[src/hdl/assert_macros.svh]
// Assertion helpers used by the RTL top.
`ifndef ASSERT_MACROS_SVH
`define ASSERT_MACROS_SVH

`ifndef ASSERT_OFF
`define ASSERT_SAME_CYCLE(lbl, clk, rstn, ante, cons) \
    lbl: assert property (@(posedge clk) disable iff (!(rstn)) (ante) |-> (cons)) \
        else $error("same-cycle check failed");
`define ASSERT_NEXT_CYCLE(lbl, clk, rstn, ante, cons) \
    lbl: assert property (@(posedge clk) disable iff (!(rstn)) (ante) |=> (cons)) \
        else $error("next-cycle check failed");
`else
`define ASSERT_SAME_CYCLE(lbl, clk, rstn, ante, cons)
`define ASSERT_NEXT_CYCLE(lbl, clk, rstn, ante, cons)
`endif

`endif

[src/hdl/rrc_pkg.sv]
`timescale 1ns / 1ps
package rrc_pkg;

    localparam int unsigned AddrW  = 5;
    localparam int unsigned SDataW = 8;
    localparam int unsigned MDataW = 16;

    typedef enum logic [1:0] {
        FUNC_TICK    = 2'd0,
        FUNC_DEV_CHG = 2'd1,
        FUNC_START   = 2'd2,
        FUNC_STOP    = 2'd3
    } func_t;

    typedef enum logic [2:0] {
        REG_FAST_DELAY    = 3'd0,
        REG_SLOW_DELAY    = 3'd1,
        REG_FAST_ATTEMPTS = 3'd2,
        REG_MAX_ATTEMPTS  = 3'd3,
        REG_HEALTHY_TICKS = 3'd4,
        REG_STATUS_EVERY  = 3'd5,
        REG_HEALTH_EVERY  = 3'd6,
        REG_REARM_DELAY   = 3'd7
    } reg_idx_t;

    localparam logic [9:0]  FAST_DELAY_RST    = 10'd12;
    localparam logic [9:0]  SLOW_DELAY_RST    = 10'd100;
    localparam logic [5:0]  FAST_ATTEMPTS_RST = 6'd10;
    localparam logic [5:0]  MAX_ATTEMPTS_RST  = 6'd34;
    localparam logic [15:0] HEALTHY_TICKS_RST = 16'd100;
    localparam logic [7:0]  STATUS_EVERY_RST  = 8'd10;
    localparam logic [15:0] HEALTH_EVERY_RST  = 16'd12000;
    localparam logic [9:0]  REARM_DELAY_RST   = 10'd2;

    localparam logic [5:0]  ATTEMPTS_MAX = 6'd63;
    localparam logic [15:0] TSS_MAX      = 16'hFFFF;

    typedef struct packed {
        logic [9:0]  fast_delay;
        logic [9:0]  slow_delay;
        logic [5:0]  fast_attempts;
        logic [5:0]  max_attempts;
        logic [15:0] healthy_ticks;
        logic [7:0]  status_every;
        logic [15:0] health_every;
        logic [9:0]  rearm_delay;
    } cfg_t;

    typedef struct packed {
        logic        recovering_flag;
        logic        user_wants_run;
        logic        seen_running;
        logic [5:0]  attempts;
        logic [9:0]  retry_countdown;
        logic [15:0] ticks_since_start;
        logic [7:0]  ticks_since_status;
        logic [15:0] ticks_since_health;
    } state_t;

    typedef struct packed {
        func_t func;
        logic  engine_running;
        logic  fault_seen;
        logic  start_ok;
    } item_t;

    // packed high to low so that recovering lands in bit 0 of tdata
    typedef struct packed {
        logic [5:0] attempt_count;
        logic       health_report;
        logic       publish_status;
        logic       gave_up;
        logic       stop_engine;
        logic       try_start;
        logic       recovering;
    } result_t;

endpackage

[src/hdl/rrc_cfg.sv]
`timescale 1ns / 1ps
module rrc_cfg
    import rrc_pkg::*;
(
    input  logic               aclk,
    input  logic               aresetn,
    input  logic               psel,
    input  logic               penable,
    input  logic               pwrite,
    input  logic [AddrW-1:0]   paddr,
    input  logic [31:0]        pwdata,
    output logic [31:0]        prdata,
    output logic               pready,
    output cfg_t               cfg
);

    cfg_t     cfg_reg;
    cfg_t     cfg_next;
    reg_idx_t idx;
    logic     wr_en;

    assign pready = 1'b1;
    assign idx    = reg_idx_t'(paddr[AddrW-1:2]);
    assign wr_en  = psel && penable && pwrite;
    assign cfg    = cfg_reg;

    always_comb begin
        cfg_next = cfg_reg;
        if (wr_en) begin
            unique case (idx)
                REG_FAST_DELAY:    cfg_next.fast_delay    = pwdata[9:0];
                REG_SLOW_DELAY:    cfg_next.slow_delay    = pwdata[9:0];
                REG_FAST_ATTEMPTS: cfg_next.fast_attempts = pwdata[5:0];
                REG_MAX_ATTEMPTS:  cfg_next.max_attempts  = pwdata[5:0];
                REG_HEALTHY_TICKS: cfg_next.healthy_ticks = pwdata[15:0];
                REG_STATUS_EVERY:  cfg_next.status_every  = pwdata[7:0];
                REG_HEALTH_EVERY:  cfg_next.health_every  = pwdata[15:0];
                REG_REARM_DELAY:   cfg_next.rearm_delay   = pwdata[9:0];
                default:           cfg_next = cfg_reg;
            endcase
        end
    end

    always_comb begin
        unique case (idx)
            REG_FAST_DELAY:    prdata = {22'd0, cfg_reg.fast_delay};
            REG_SLOW_DELAY:    prdata = {22'd0, cfg_reg.slow_delay};
            REG_FAST_ATTEMPTS: prdata = {26'd0, cfg_reg.fast_attempts};
            REG_MAX_ATTEMPTS:  prdata = {26'd0, cfg_reg.max_attempts};
            REG_HEALTHY_TICKS: prdata = {16'd0, cfg_reg.healthy_ticks};
            REG_STATUS_EVERY:  prdata = {24'd0, cfg_reg.status_every};
            REG_HEALTH_EVERY:  prdata = {16'd0, cfg_reg.health_every};
            REG_REARM_DELAY:   prdata = {22'd0, cfg_reg.rearm_delay};
            default:           prdata = 32'd0;
        endcase
    end

    always_ff @(posedge aclk) begin
        if (!aresetn) begin
            cfg_reg.fast_delay    <= FAST_DELAY_RST;
            cfg_reg.slow_delay    <= SLOW_DELAY_RST;
            cfg_reg.fast_attempts <= FAST_ATTEMPTS_RST;
            cfg_reg.max_attempts  <= MAX_ATTEMPTS_RST;
            cfg_reg.healthy_ticks <= HEALTHY_TICKS_RST;
            cfg_reg.status_every  <= STATUS_EVERY_RST;
            cfg_reg.health_every  <= HEALTH_EVERY_RST;
            cfg_reg.rearm_delay   <= REARM_DELAY_RST;
        end else begin
            cfg_reg <= cfg_next;
        end
    end

endmodule

[src/hdl/rrc_step.sv]
`timescale 1ns / 1ps
module rrc_step
    import rrc_pkg::*;
(
    input  cfg_t    cfg,
    input  state_t  st,
    input  item_t   item,
    output state_t  st_next,
    output result_t res
);

    logic       run;
    logic [5:0] att_inc;
    logic [15:0] tsh_inc;
    logic [7:0]  tst_inc;

    assign run     = item.engine_running;
    assign att_inc = (st.attempts < ATTEMPTS_MAX) ? st.attempts + 6'd1 : st.attempts;
    assign tsh_inc = st.ticks_since_health + 16'd1;
    assign tst_inc = st.ticks_since_status + 8'd1;

    always_comb begin
        st_next = st;
        res     = '0;
        unique case (item.func)
            FUNC_TICK: begin
                if (item.fault_seen) begin
                    res.stop_engine         = 1'b1;
                    res.publish_status      = 1'b1;
                    st_next.seen_running    = 1'b0;
                    st_next.recovering_flag = 1'b1;
                    if (st.ticks_since_start >= cfg.healthy_ticks) begin
                        st_next.attempts = '0;
                    end
                    st_next.ticks_since_start = '0;
                    st_next.retry_countdown   = cfg.fast_delay;
                end else if (st.recovering_flag) begin
                    if (st.retry_countdown > 10'd1) begin
                        st_next.retry_countdown = st.retry_countdown - 10'd1;
                    end else begin
                        st_next.retry_countdown = (st.attempts < cfg.fast_attempts)
                                                  ? cfg.fast_delay : cfg.slow_delay;
                        res.try_start = 1'b1;
                        if (item.start_ok) begin
                            st_next.seen_running      = 1'b1;
                            st_next.recovering_flag   = 1'b0;
                            st_next.ticks_since_start = '0;
                            st_next.attempts          = '0;
                            res.publish_status        = 1'b1;
                        end else begin
                            st_next.attempts = att_inc;
                            if (att_inc >= cfg.max_attempts) begin
                                st_next.recovering_flag = 1'b0;
                                res.gave_up             = 1'b1;
                                res.publish_status      = 1'b1;
                            end
                        end
                    end
                end else begin
                    if (run) begin
                        if (st.ticks_since_start < TSS_MAX) begin
                            st_next.ticks_since_start = st.ticks_since_start + 16'd1;
                        end
                        if (tsh_inc >= cfg.health_every) begin
                            st_next.ticks_since_health = '0;
                            res.health_report          = 1'b1;
                        end else begin
                            st_next.ticks_since_health = tsh_inc;
                        end
                    end
                    if (run != st.seen_running) begin
                        st_next.seen_running       = run;
                        st_next.ticks_since_status = '0;
                        res.publish_status         = 1'b1;
                    end else if (run) begin
                        if (tst_inc >= cfg.status_every) begin
                            st_next.ticks_since_status = '0;
                            res.publish_status         = 1'b1;
                        end else begin
                            st_next.ticks_since_status = tst_inc;
                        end
                    end
                end
            end
            FUNC_DEV_CHG: begin
                if (st.recovering_flag) begin
                    st_next.retry_countdown = cfg.rearm_delay;
                end else if (st.user_wants_run && !run) begin
                    st_next.recovering_flag = 1'b1;
                    st_next.attempts        = '0;
                    st_next.retry_countdown = cfg.rearm_delay;
                    res.publish_status      = 1'b1;
                end
            end
            FUNC_START: begin
                if (!run) begin
                    res.publish_status = 1'b1;
                    if (item.start_ok) begin
                        st_next.seen_running      = 1'b1;
                        st_next.user_wants_run    = 1'b1;
                        st_next.recovering_flag   = 1'b0;
                        st_next.attempts          = '0;
                        st_next.ticks_since_start = '0;
                    end
                end
            end
            FUNC_STOP: begin
                st_next.user_wants_run  = 1'b0;
                st_next.recovering_flag = 1'b0;
                st_next.attempts        = '0;
                if (run) begin
                    res.stop_engine      = 1'b1;
                    res.publish_status   = 1'b1;
                    st_next.seen_running = 1'b0;
                end
            end
            default: st_next = st;
        endcase
        res.recovering    = st_next.recovering_flag;
        res.attempt_count = st_next.attempts;
    end

endmodule

[src/hdl/reconnect_retry_controller_top.sv]
`timescale 1ns / 1ps
// Each accepted input beat gives a registered result beat on m_ in the cycle after
// the accept. Throughput: one beat per cycle while m_ is not stalled by m_tready;
// the state update and the result register are both loaded in the accept cycle, so
// back-to-back events see fresh state. Reset (aresetn low, synchronous): state
// cleared, registers at default values, no result pending.
module reconnect_retry_controller_top
    import rrc_pkg::*;
(
    input  logic               aclk,
    input  logic               aresetn,
    input  logic               s_tvalid,
    output logic               s_tready,
    input  logic [SDataW-1:0]  s_tdata,  // engine_running, fault_seen, start_ok, zero pad
    input  logic [1:0]         s_tuser,  // func
    output logic               m_tvalid,
    input  logic               m_tready,
    // recovering, try_start, stop_engine, gave_up, publish_status,
    // health_report, attempt_count[5:0], zero pad
    output logic [MDataW-1:0]  m_tdata,
    input  logic               psel,
    input  logic               penable,
    input  logic               pwrite,
    input  logic [AddrW-1:0]   paddr,
    input  logic [31:0]        pwdata,
    output logic [31:0]        prdata,
    output logic               pready
);

`include "assert_macros.svh"

    cfg_t    cfg;
    state_t  state_reg;
    state_t  state_next;
    item_t   item;
    result_t res_next;
    result_t res_reg;
    logic    m_valid_reg;
    logic    accept;

    rrc_cfg u_cfg (
        .aclk    (aclk),
        .aresetn (aresetn),
        .psel    (psel),
        .penable (penable),
        .pwrite  (pwrite),
        .paddr   (paddr),
        .pwdata  (pwdata),
        .prdata  (prdata),
        .pready  (pready),
        .cfg     (cfg)
    );

    assign item.func           = func_t'(s_tuser);
    assign item.engine_running = s_tdata[0];
    assign item.fault_seen     = s_tdata[1];
    assign item.start_ok       = s_tdata[2];

    rrc_step u_step (
        .cfg     (cfg),
        .st      (state_reg),
        .item    (item),
        .st_next (state_next),
        .res     (res_next)
    );

    assign s_tready = !m_valid_reg || m_tready;
    assign accept   = s_tvalid && s_tready;
    assign m_tvalid = m_valid_reg;
    assign m_tdata  = {{(MDataW - $bits(result_t)){1'b0}}, res_reg};

    always_ff @(posedge aclk) begin
        if (!aresetn) begin
            state_reg   <= '0;
            m_valid_reg <= 1'b0;
        end else begin
            if (accept) begin
                state_reg <= state_next;
            end
            if (accept) begin
                m_valid_reg <= 1'b1;
            end else if (m_tready) begin
                m_valid_reg <= 1'b0;
            end
        end
    end

    always_ff @(posedge aclk) begin
        if (accept) begin
            res_reg <= res_next;
        end
    end

    `ASSERT_NEXT_CYCLE(a_accept_gives_beat, aclk, aresetn, accept, m_valid_reg)
    `ASSERT_SAME_CYCLE(a_gave_up_ends_recovery, aclk, aresetn,
        m_valid_reg && res_reg.gave_up, !res_reg.recovering)
    `ASSERT_SAME_CYCLE(a_try_not_stop, aclk, aresetn,
        m_valid_reg, !(res_reg.try_start && res_reg.stop_engine))
    `ASSERT_NEXT_CYCLE(a_result_tracks_state, aclk, aresetn,
        accept, res_reg.recovering == state_reg.recovering_flag)

endmodule

[config.mk]
export PLATFORM = sky130hd
export DESIGN_NAME = reconnect_retry_controller_top
export DESIGN_NICKNAME = d
export VERILOG_FILES = /design/src/hdl/rrc_pkg.sv /design/src/hdl/rrc_cfg.sv /design/src/hdl/rrc_step.sv /design/src/hdl/reconnect_retry_controller_top.sv
export VERILOG_INCLUDE_DIRS = /design/src /design/src/hdl
export SDC_FILE = /design/constraint.sdc
export NUM_CORES = 1
export LEC_CHECK = 0
export BUFFER_PORTS_ARGS = -buffer_cell sky130_fd_sc_hd__buf_2
export CAP_MARGIN = 20
export CORE_ASPECT_RATIO = 1.5
export CORE_MARGIN = 1
export CORE_UTILIZATION = 40
export DETAILED_ROUTE_END_ITERATION = 10
export HOLD_SLACK_MARGIN = 0.03
export SLEW_MARGIN = 20
export SYNTH_ARGS = -nofsm -noshare
export SYNTH_HDL_FRONTEND = slang
export SYNTH_HIERARCHICAL = 1
export SYNTH_SLANG_ARGS = --single-unit
[constraint.sdc]
create_clock -name aclk -period 5.1 [get_ports aclk]
set_input_delay 0.255 -clock aclk [delete_from_list [all_inputs] [get_ports aclk]]
set_output_delay 0.255 -clock aclk [all_outputs]
set_load 0.02 [all_outputs]
; After elaboration in Yosys (flattened, before gate mapping)
; Cells that the tools add are included.
[totals]
ff_bits = 154
input_bits = 54
elab_cells = 154
output_inout_bits = 51
[classes]
order_cmp = 8
n_eq_ne = 21
bitwise = 4
n_mux = 60
n_addsub = 5
n_reduce_logical = 32
[ops]
columns = op, count
row1 = case mux 32 bit (8 select lines), 1
row2 = two-way mux 16 bit, 9
row3 = two-way mux 33 bit, 1
row4 = "adder 16 x 1 -> 16 bit, second input constant", 2
row5 = greater-or-equal comparator 16 bit, 2
row6 = case mux 16 bit (2 select lines), 1
row7 = two-way mux 10 bit, 3
row8 = two-way mux 1 bit, 26
row9 = two-way mux 6 bit, 4
row10 = two-way mux 8 bit, 3
row11 = case mux 6 bit (4 select lines), 1
row12 = case mux 10 bit (2 select lines), 1
row13 = two-way mux 9 bit, 2
row14 = "less-than comparator 16 bit, second input constant", 1
row15 = AND reduction 2 bit, 8
row16 = "equality test 3 bit, second input constant", 4
row17 = "inequality test 4 bit, second input constant", 3
row18 = "greater-than comparator 10 x 1 -> 1 bit, second input constant", 1
row19 = AND reduction 5 bit, 2
row20 = nonzero test 2 bit, 5
row21 = "subtractor 10 x 1 -> 10 bit, second input constant", 1
row22 = "adder 8 x 1 -> 8 bit, second input constant", 1
row23 = greater-or-equal comparator 8 bit, 1
row24 = "inequality test 4 x 3 -> 1 bit, second input constant", 2
row25 = 30 further kinds, 45

; Longest topological paths before layout
; Gate-level depths: netlist of run 1.
[logic_depth]
depth_word = 9
ltp_mapped = 17
depth_no_buf = 15

; Cells and area by module
; The synthesis of run 1 kept the hierarchy.
[modules_own_cells]
columns = mod, cells_per_inst, area_per_inst_um2, seq_area_each_um2, instances
row1 = rrc_cfg, 491, 4027.6, 1641.6, 1
row2 = rrc_step, 586, 3955.0, 0.0, 1
row3 = reconnect_retry_controller_top, 278, 2855.2, 1561.5, 1

; Worst setup path after synthesis of run 1
; OpenSTA, ideal clock, no wires.
[synth_path]
path_type = reg-to-reg
start = register state_reg[3] (netlist bit)
end = register state_reg[12] (netlist bit)
path_stages_with_launch = 18
setup_slack_ns = 2.160
arrival_ns = 2.822
n_path_buf = 2
setup_ns = 0.118
required_time_ns = 4.982
period_less_slack_ns = 2.940
path_cell_list = dfxtp_1 > buf_4 > and4_1 > and2b_1 > and3_4 > and3_1 > xnor2_1 > inv_1 > ha_1 > nand2_1 > nor2_1 > nand3_1 > o21ai_0 > buf_2 > o21ai_0 > a22o_1 > nand2_1 > mux2i_1
[synth_between]
elab_chain_len = 3
[synth_lines]
columns = element, line_no
row1 = from (decl), reconnect_retry_controller_top.sv:33  ; state_t state_reg;
row2 = from (signal assigned), reconnect_retry_controller_top.sv:78  ; state_reg <= state_next;
row3 = adder 16 x 1 -> 16 bit (*), rrc_step.sv:19  ; assign tsh_inc = st.ticks_since_health + 16'd1;
row4 = greater-or-equal comparator 16 bit, rrc_step.sv:64  ; if (tsh_inc >= cfg.health_every) begin
row5 = two-way mux 16 bit (*), rrc_step.sv:64
; Mark *: on every way between the ends. The rest lies on a longest branch, timed or not.
; A chain may end at the register's enable or synchronous reset.

; Worst setup path in the final report of run 1
[layout_path]
start = register state_reg[3] (netlist bit)
end = register state_reg[0] (netlist bit)
[layout_between]
elab_chain_len = 3
[layout_lines]
columns = element, line_no
row1 = adder 16 x 1 -> 16 bit, rrc_step.sv:19
row2 = greater-or-equal comparator 16 bit, rrc_step.sv:64
row3 = two-way mux 16 bit, rrc_step.sv:64
; No other way between the ends.

==> results of run 1 <==
[metrics by stage]
step	power (mW)	instance area (µm²)	hold WS [ns]	worst slack [ns]	cells
2_1_floorplan	1.51	10900	0.379	2.16	1373
3_3_place_gp	1.57	11000	0.458	1.73	1662
3_5_place_dp	1.57	11000	0.464	1.69	1662
4_1_cts	2.88	11600	0.0405	1.68	1695
5_1_grt	2.95	11600	0.0634	1.31	1695
6_report	2.86	11600	0.0557	1.65	1695
[kinds of logic after synthesis]
kind of cell | synth area share
AO/OA/AOI/OAI | 0.200
XOR/XNOR | 0.0218
adder cells (fa/ha/maj) | 0.0739
buffers and inverters | 0.0934
flip-flops | 0.296
multiplexers | 0.100
other | 0.00104
AND/OR/NAND/NOR | 0.214
[synth_stat cells (5+ instances only)]
| cell | number |
|---|---|
| a211oi_1 | 9 |
| a21boi_0 | 18 |
| a21boi_1 | 39 |
| a21o_1 | 9 |
| a21oi_1 | 41 |
| a221oi_1 | 12 |
| a222oi_1 | 8 |
| a22o_1 | 20 |
| a31oi_1 | 5 |
| a32o_1 | 7 |
| and2_1 | 5 |
| and3_1 | 11 |
| buf_12 | 7 |
| buf_2 | 28 |
| buf_4 | 34 |
| clkbuf_1 | 41 |
| dfxtp_1 | 142 |
| edfxtp_1 | 12 |
| ha_1 | 64 |
| inv_1 | 78 |
| mux2_2 | 17 |
| mux2i_1 | 87 |
| nand2_1 | 302 |
| nand2b_1 | 9 |
| nand3_1 | 38 |
| nand4_1 | 11 |
| nor2_1 | 51 |
| nor2b_1 | 17 |
| nor3_1 | 14 |
| o211ai_1 | 5 |
| o21ai_0 | 80 |
| o21ai_1 | 6 |
| o221ai_1 | 9 |
| or3_1 | 7 |
| xnor2_1 | 13 |
| xor2_1 | 14 |
[what timing repair did]
action | 4_1_cts | 5_1_grt
hold buffers | 1 | 0
endpoints found under the hold margin | 1 | 0
buffers inserted | 0 | 0
[power by group]
part           internal (mW)  total [mW]  switching [mW]
sequential              1.23        1.24          0.0133
clock                  0.720        1.32           0.596
combinational         0.0937       0.303           0.209
total                   2.04        2.86           0.819
[cell type report]
cell class / instances / share of cell area
Timing Repair Buffer: 66 / 0.0303
Tap cell: 337 / 0.0365
Sequential cell: 154 / 0.277
Multi-Input combinational cell: 1027 / 0.579
Clock buffer: 18 / 0.0390
Clock inverter: 14 / 0.0125
Inverter: 79 / 0.0257
[how the worst max path moves through the flow]
stage,startpoint,endpoint,slack [ns],depth (start not counted)
final,state_reg[3],state_reg[0],1.65,16
after global routing,state_reg[3],state_reg[0],1.31,16
after detailed placement,state_reg[3],state_reg[0],1.69,16
after CTS,state_reg[3],state_reg[0],1.68,16
after global placement,state_reg[2],state_reg[0],1.73,16
after floorplan,state_reg[3],state_reg[12],2.16,17
[critical path, stage by stage, from the launching register on]
cell and delay (ns):
dfxtp_1 0.49, and4_1 0.30, and2b_1 0.18, and3_4 0.22
and3_1 0.18, xnor2_1 0.16, inv_1 0.08, ha_1 0.30
a21oi_1 0.12, o21ai_0 0.09, a21oi_1 0.12, o21ai_0 0.10
buf_4 0.20, nor2_2 0.40, mux2_2 0.24, nand2_1 0.05
mux2i_1 0.15
[metal layers]
layer,wire length (µm),up-vias,global-route usage
met4,1330,4,0.124
met5,24,-,0
met1,12700,4563,0.260
met2,15700,255,0.399
met3,1160,66,0.0360
li1,-,4671,-
==> summary.txt, run 1 <==
Hold path
  • Min-Delay Startpoint: pwdata[11]
  • Worst Hold Path EP: u_cfg/cfg[21]
  • Hold Crit Depth: 3
  • Min-Delay Path Class: input port to flop

Global route
  • Overall routing resource usage: 0.228
  • Largest net degree at the start of global routing: 74
  • Grt total ovfl: 0
  • Number of global-route vias before repair: 8,977
  • Initial antenna violation count: 2
  • First-pass GRT wire length: 48.5 mm

Synthesis
  • EDFF count, synth: 12
  • Yosys reg bits: 154
  • Synth Instances: 1,355
  • Synthesized area: 10,800 µm²
  • Main area contributors after synthesis: dfxtp_1, nand2_1, mux2i_1, ha_1, o21ai_0
  • Yosys cell types: 90
  • Synth top area share: 0.262
  • Cell taking the most area after synthesis: dfxtp_1
  • Post-synth ARST share: 0
  • Synth Flop Type: dfxtp_1
  • Synth warn: 6
  • Seq/Total Area, Yosys: 0.296
  • Syn_area_per_cell: around 8.0 µm²

Worst setup path
  • Crit path launch type: flop
  • Reg2Reg Setup Slack: 1.65 ns
  • Crit Path Max Fanout: 12
  • CP Capture Type: flop
  • Reg2reg end: state_reg[0]
  • Critical Path AT: 3.83 ns
  • Reg2Reg Launch Point: state_reg[3]
  • Critical Path RT: between 5 and 6 ns
  • R2R depth: 16
  • Critical path type: flop to flop

Final layout
  • Diodes inserted: 0
  • Multi-input gate area: roughly 6700 µm²
  • Total area of sequential cells: 3200 µm²
  • Max reg flops: 82
  • Layout cells sized above 1: 0.108
  • Most common cell after layout, fill and taps aside: nand2_1
  • Layout net count: 1,463
  • Fin util: 0.435
  • # fillers: roughly 2,700
  • Synth-to-Final Area Change: 6.63%
  • Most frequent cells in the layout: nand2_1, dfxtp_1, mux2i_1

Clock tree
  • CTS buffer count: 17
  • CTS tree: done
  • Root buffer cell: clkbuf_16
  • H-tree depth: 4
  • Skew-Pair Late Insertion Delay: between 0.4 and 0.5 ns
  • Clock Sinks: between 150 and 200
  • CTS Buffer Depth: 2
  • Reg clk slew, reported paths: 0.07 ns
  • Cts repair resizes: 0

STA
  • Final setup viols: 0
  • Fmax: a little under 300 MHz
  • Setup TNS: 0 ns
  • Final period utilization: 0.677
  • Fin. Hold Viols: 0
  • Relative slew margins: 0.401
  • RSZ-0062 raised after global routing: false
  • Crit path time final: ~3.5 ns
  • Slew Viols, Final: 0
  • Tightest Pin Transition: 0.898 ns
  • Post-Route Skew: 0.00949 ns

Floorplan
  • Top-Level Pins: 105
  • Core Rows: 73
  • Die area: 27,800 µm²
  • Die H: 204 µm
  • Initial Utilization: 0.408
  • Core Box Area: 26,600 µm²
  • Die Span X: 136 µm

Route
  • Routed wire length: 30.9 mm
  • DR pass1 iterations: 5
  • Antenna-violating nets left: 0
  • Drc violations: 0
  • Drt first-iter violations: 740
  • Wire length per cell: approximately 18 µm
  • Vias per cell: 5.64
  • Vias: 9,559

Power
  • Power Density: 248 nW/µm²
  • Leakage: 4.73 nW
  • Peak VDD IR: approximately 230 µV

Run
  • Max Cap Violations: 0

Placement
  • Number of port buffers: 60
  • DPL Wire Length: approximately 22 mm
  • Gpl congestion: 0.889

Status
  • Outcome: finished, final reports clean
No activity file was read; power rests on OpenSTA's default activity.
==> inputs of run 2 (changes only) <==
==> constraint.sdc (replaced) <==
create_clock -name aclk -period 3.1 [get_ports aclk]
set_input_delay 0.155 -clock aclk [delete_from_list [all_inputs] [get_ports aclk]]
set_output_delay 0.155 -clock aclk [all_outputs]
set_load 0.02 [all_outputs]
==> summary.txt, run 2 (same netlist as run 1, synthesis figures left out) <==
STA
  • Tightest Pin Transition: 0.885 ns (-0.0129 ns)
  • Setup TNS: 0 ns (unchanged)
  • Fin. Hold Viols: 0 (unchanged)
  • Final worst slack: 0.207 ns (-1.44 ns)
  • Slew Viols, Final: 0 (unchanged)
  • Min Hold Slack: 0.0492 ns (-0.00653 ns)
  • Post-Route Skew: 0.0120 ns (+0.00247 ns)
  • RSZ-0062 raised after global routing: true
  • Final setup viols: 0 (unchanged)
  • Final period utilization: 0.933 (+0.256)
  • Crit path time final: 2.89 ns (-0.561 ns)
  • Relative slew margins: 0.410 (+0.00858)
  • Fmax: 346 MHz (+19%)

Status
  • Outcome: finished, final reports clean

Final layout
  • Diodes inserted: 0 (unchanged)
  • Multi-input gate area: 6750 µm² (+0.84%)
  • Max reg flops: 82 (unchanged)
  • Layout cells sized above 1: 0.133 (+0.0252)
  • Total area of sequential cells: 3200 µm² (unchanged)
  • Layout net count: 1,507 (+3.0%)
  • Most frequent cells in the layout: nand2_1, dfxtp_1, mux2i_1
  • Synth-to-Final Area Change: 10.7%
  • # fillers: 2,625 (-1.4%)
  • Most common cell after layout, fill and taps aside: nand2_1

Run
  • Max Cap Violations: 0 (unchanged)

Floorplan
  • Die H: 204 µm (unchanged)
  • Top-Level Pins: 105 (unchanged)
  • Initial Utilization: 0.408 (unchanged)
  • Die Span X: 136 µm (unchanged)
  • Core Box Area: 26,600 µm² (unchanged)
  • Die area: 27,800 µm² (unchanged)
  • Core Rows: 73 (unchanged)

Global route
  • Met1 Track Usage GR: 0.266 (+0.00660)
  • Overall routing resource usage: 0.228 (+0.000293)
  • Initial antenna violation count: 0 (-2)
  • Met2 usage: 0.393 (-0.00616)
  • Largest net degree at the start of global routing: 91 (+23%)
  • Grt peak-use layer: met2
  • First-pass GRT wire length: 48.6 mm (+0.23%)
  • Met3 usage: 0.0278 (-0.00820)
  • Grt total ovfl: 0 (unchanged)
  • Number of global-route vias before repair: 9,120 (+1.6%)

Worst setup path
  • Setup crit end: state_reg[0]
  • Reg2Reg Launch Point: state_reg[1]
  • Reg2reg end: state_reg[0]
  • Crit path launch type: flop
  • Worst setup path start: state_reg[1]
  • Critical path type: flop to flop
  • Crit Path Max Fanout: 7 (-5)
  • Critical Path AT: 3.22 ns (-0.61 ns)
  • Reg2Reg Setup Slack: 0.21 ns (-1.44 ns)
  • CP Capture Type: flop
  • Critical Path RT: 3.43 ns (-2.04 ns)
  • R2R depth: 17 (+1)

Power
  • Power Density: 396 nW/µm² (+60%)
  • Peak VDD IR: 397 µV (+70%)
  • Leakage: 4.97 nW (+5.2%)

Clock tree
  • H-tree depth: 4 (unchanged)
  • Root buffer cell: clkbuf_16
  • Reg clk slew, reported paths: 0.07 ns (about the same)
  • Clock Sinks: 154 (unchanged)
  • CTS Buffer Depth: 2 (unchanged)
  • Skew-Pair Late Insertion Delay: 0.45 ns (about the same)
  • CTS buffer count: 17 (unchanged)
  • CTS tree: done

Hold path
  • Min-Delay Path Class: input port to flop

Route
  • DR pass1 iterations: 6 (+1)
  • Antenna-violating nets left: 0 (unchanged)
  • Wire length per cell: 17.8 µm (-2.1%)
  • Vias per cell: 5.63 (-0.20%)
  • Drc violations: 0 (unchanged)
  • Drt first-iter violations: 847 (+14%)
  • Vias: 9,788 (+2.4%)
  • Routed wire length: 31.0 mm (+0.46%)

Placement
  • Place WS: 0.0443 ns (-1.65 ns)
  • Gpl congestion: 0.878 (-1.2%)
  • DPL Wire Length: 22.7 mm (+1.8%)
  • Number of port buffers: 60 (unchanged)
run 2: power by group:
part           total, mW  switching, mW  internal [mW]  leakage (nW)
Combinational      0.531          0.352          0.179          3.41
Clock               2.17          0.947           1.23         0.298
Sequential          2.05         0.0214           2.02          1.27
Total               4.75           1.32           3.43          4.97
run 2: per-stage QoR:
step / cells / instance area [µm²] / power, mW / util
detailed placement: 1691 / 11200 / 2.60 / 0.421
CTS: 1735 / 11900 / 4.79 / 0.448
floorplan: 1373 / 10900 / 2.49 / -
finish: 1739 / 12000 / 4.75 / 0.451
global placement: 1691 / 11200 / 2.60 / 0.421
global route: 1739 / 12000 / 4.90 / 0.451
run 2: area by class of cell:
type	instances	area share
clock inverters	14	0.0131
repair buffers	109	0.0608
clock buffers	18	0.0366
multi-input cells	1028	0.562
flip-flops and latches	154	0.267
well taps	337	0.0352
inverters	79	0.0247
run 2: worst min path at each step:
stage / end / depth (start not counted) / startpoint / slack [ns]
floorplan: u_cfg/cfg[16] / 2 / pwdata[6] / 0.28
global placement: m_tvalid / 3 / s_tvalid / 0.41
detailed placement: u_cfg/cfg[23] / 3 / pwdata[13] / 0.41
CTS: u_cfg/cfg[73] / 3 / pwdata[1] / 0.04
global route: u_cfg/cfg[4] / 3 / pwdata[4] / 0.05
finish: u_cfg/cfg[1] / 3 / pwdata[1] / 0.05
run 2: what timing repair did:
action	CTS	global route
hold buffers	12	0
hold endpoints to repair	27	0
buffers inserted	0	3
endpoints found under the setup margin	0	20
gates resized for setup	0	13
run 2: layer usage:
layer  up-vias  part of all wire
met2       296              0.50
met5         -                 0
met1      4676              0.41
li1       4754                 -
met4         0             0.047
met3        62             0.042
run 2: critical path: stages, from the launching register on:
cell	delay (ns)
dfxtp_1	0.38
nand3_2	0.09
and2b_1	0.24
and3_4	0.22
and3_4	0.19
xnor2_2	0.12
inv_1	0.07
ha_1	0.30
nand2_1	0.07
o21ai_0	0.18
a21oi_1	0.09
o21ai_1	0.07
buf_4	0.17
nor2_4	0.05
buf_6	0.15
mux2_2	0.26
nand2_1	0.06
mux2i_1	0.06
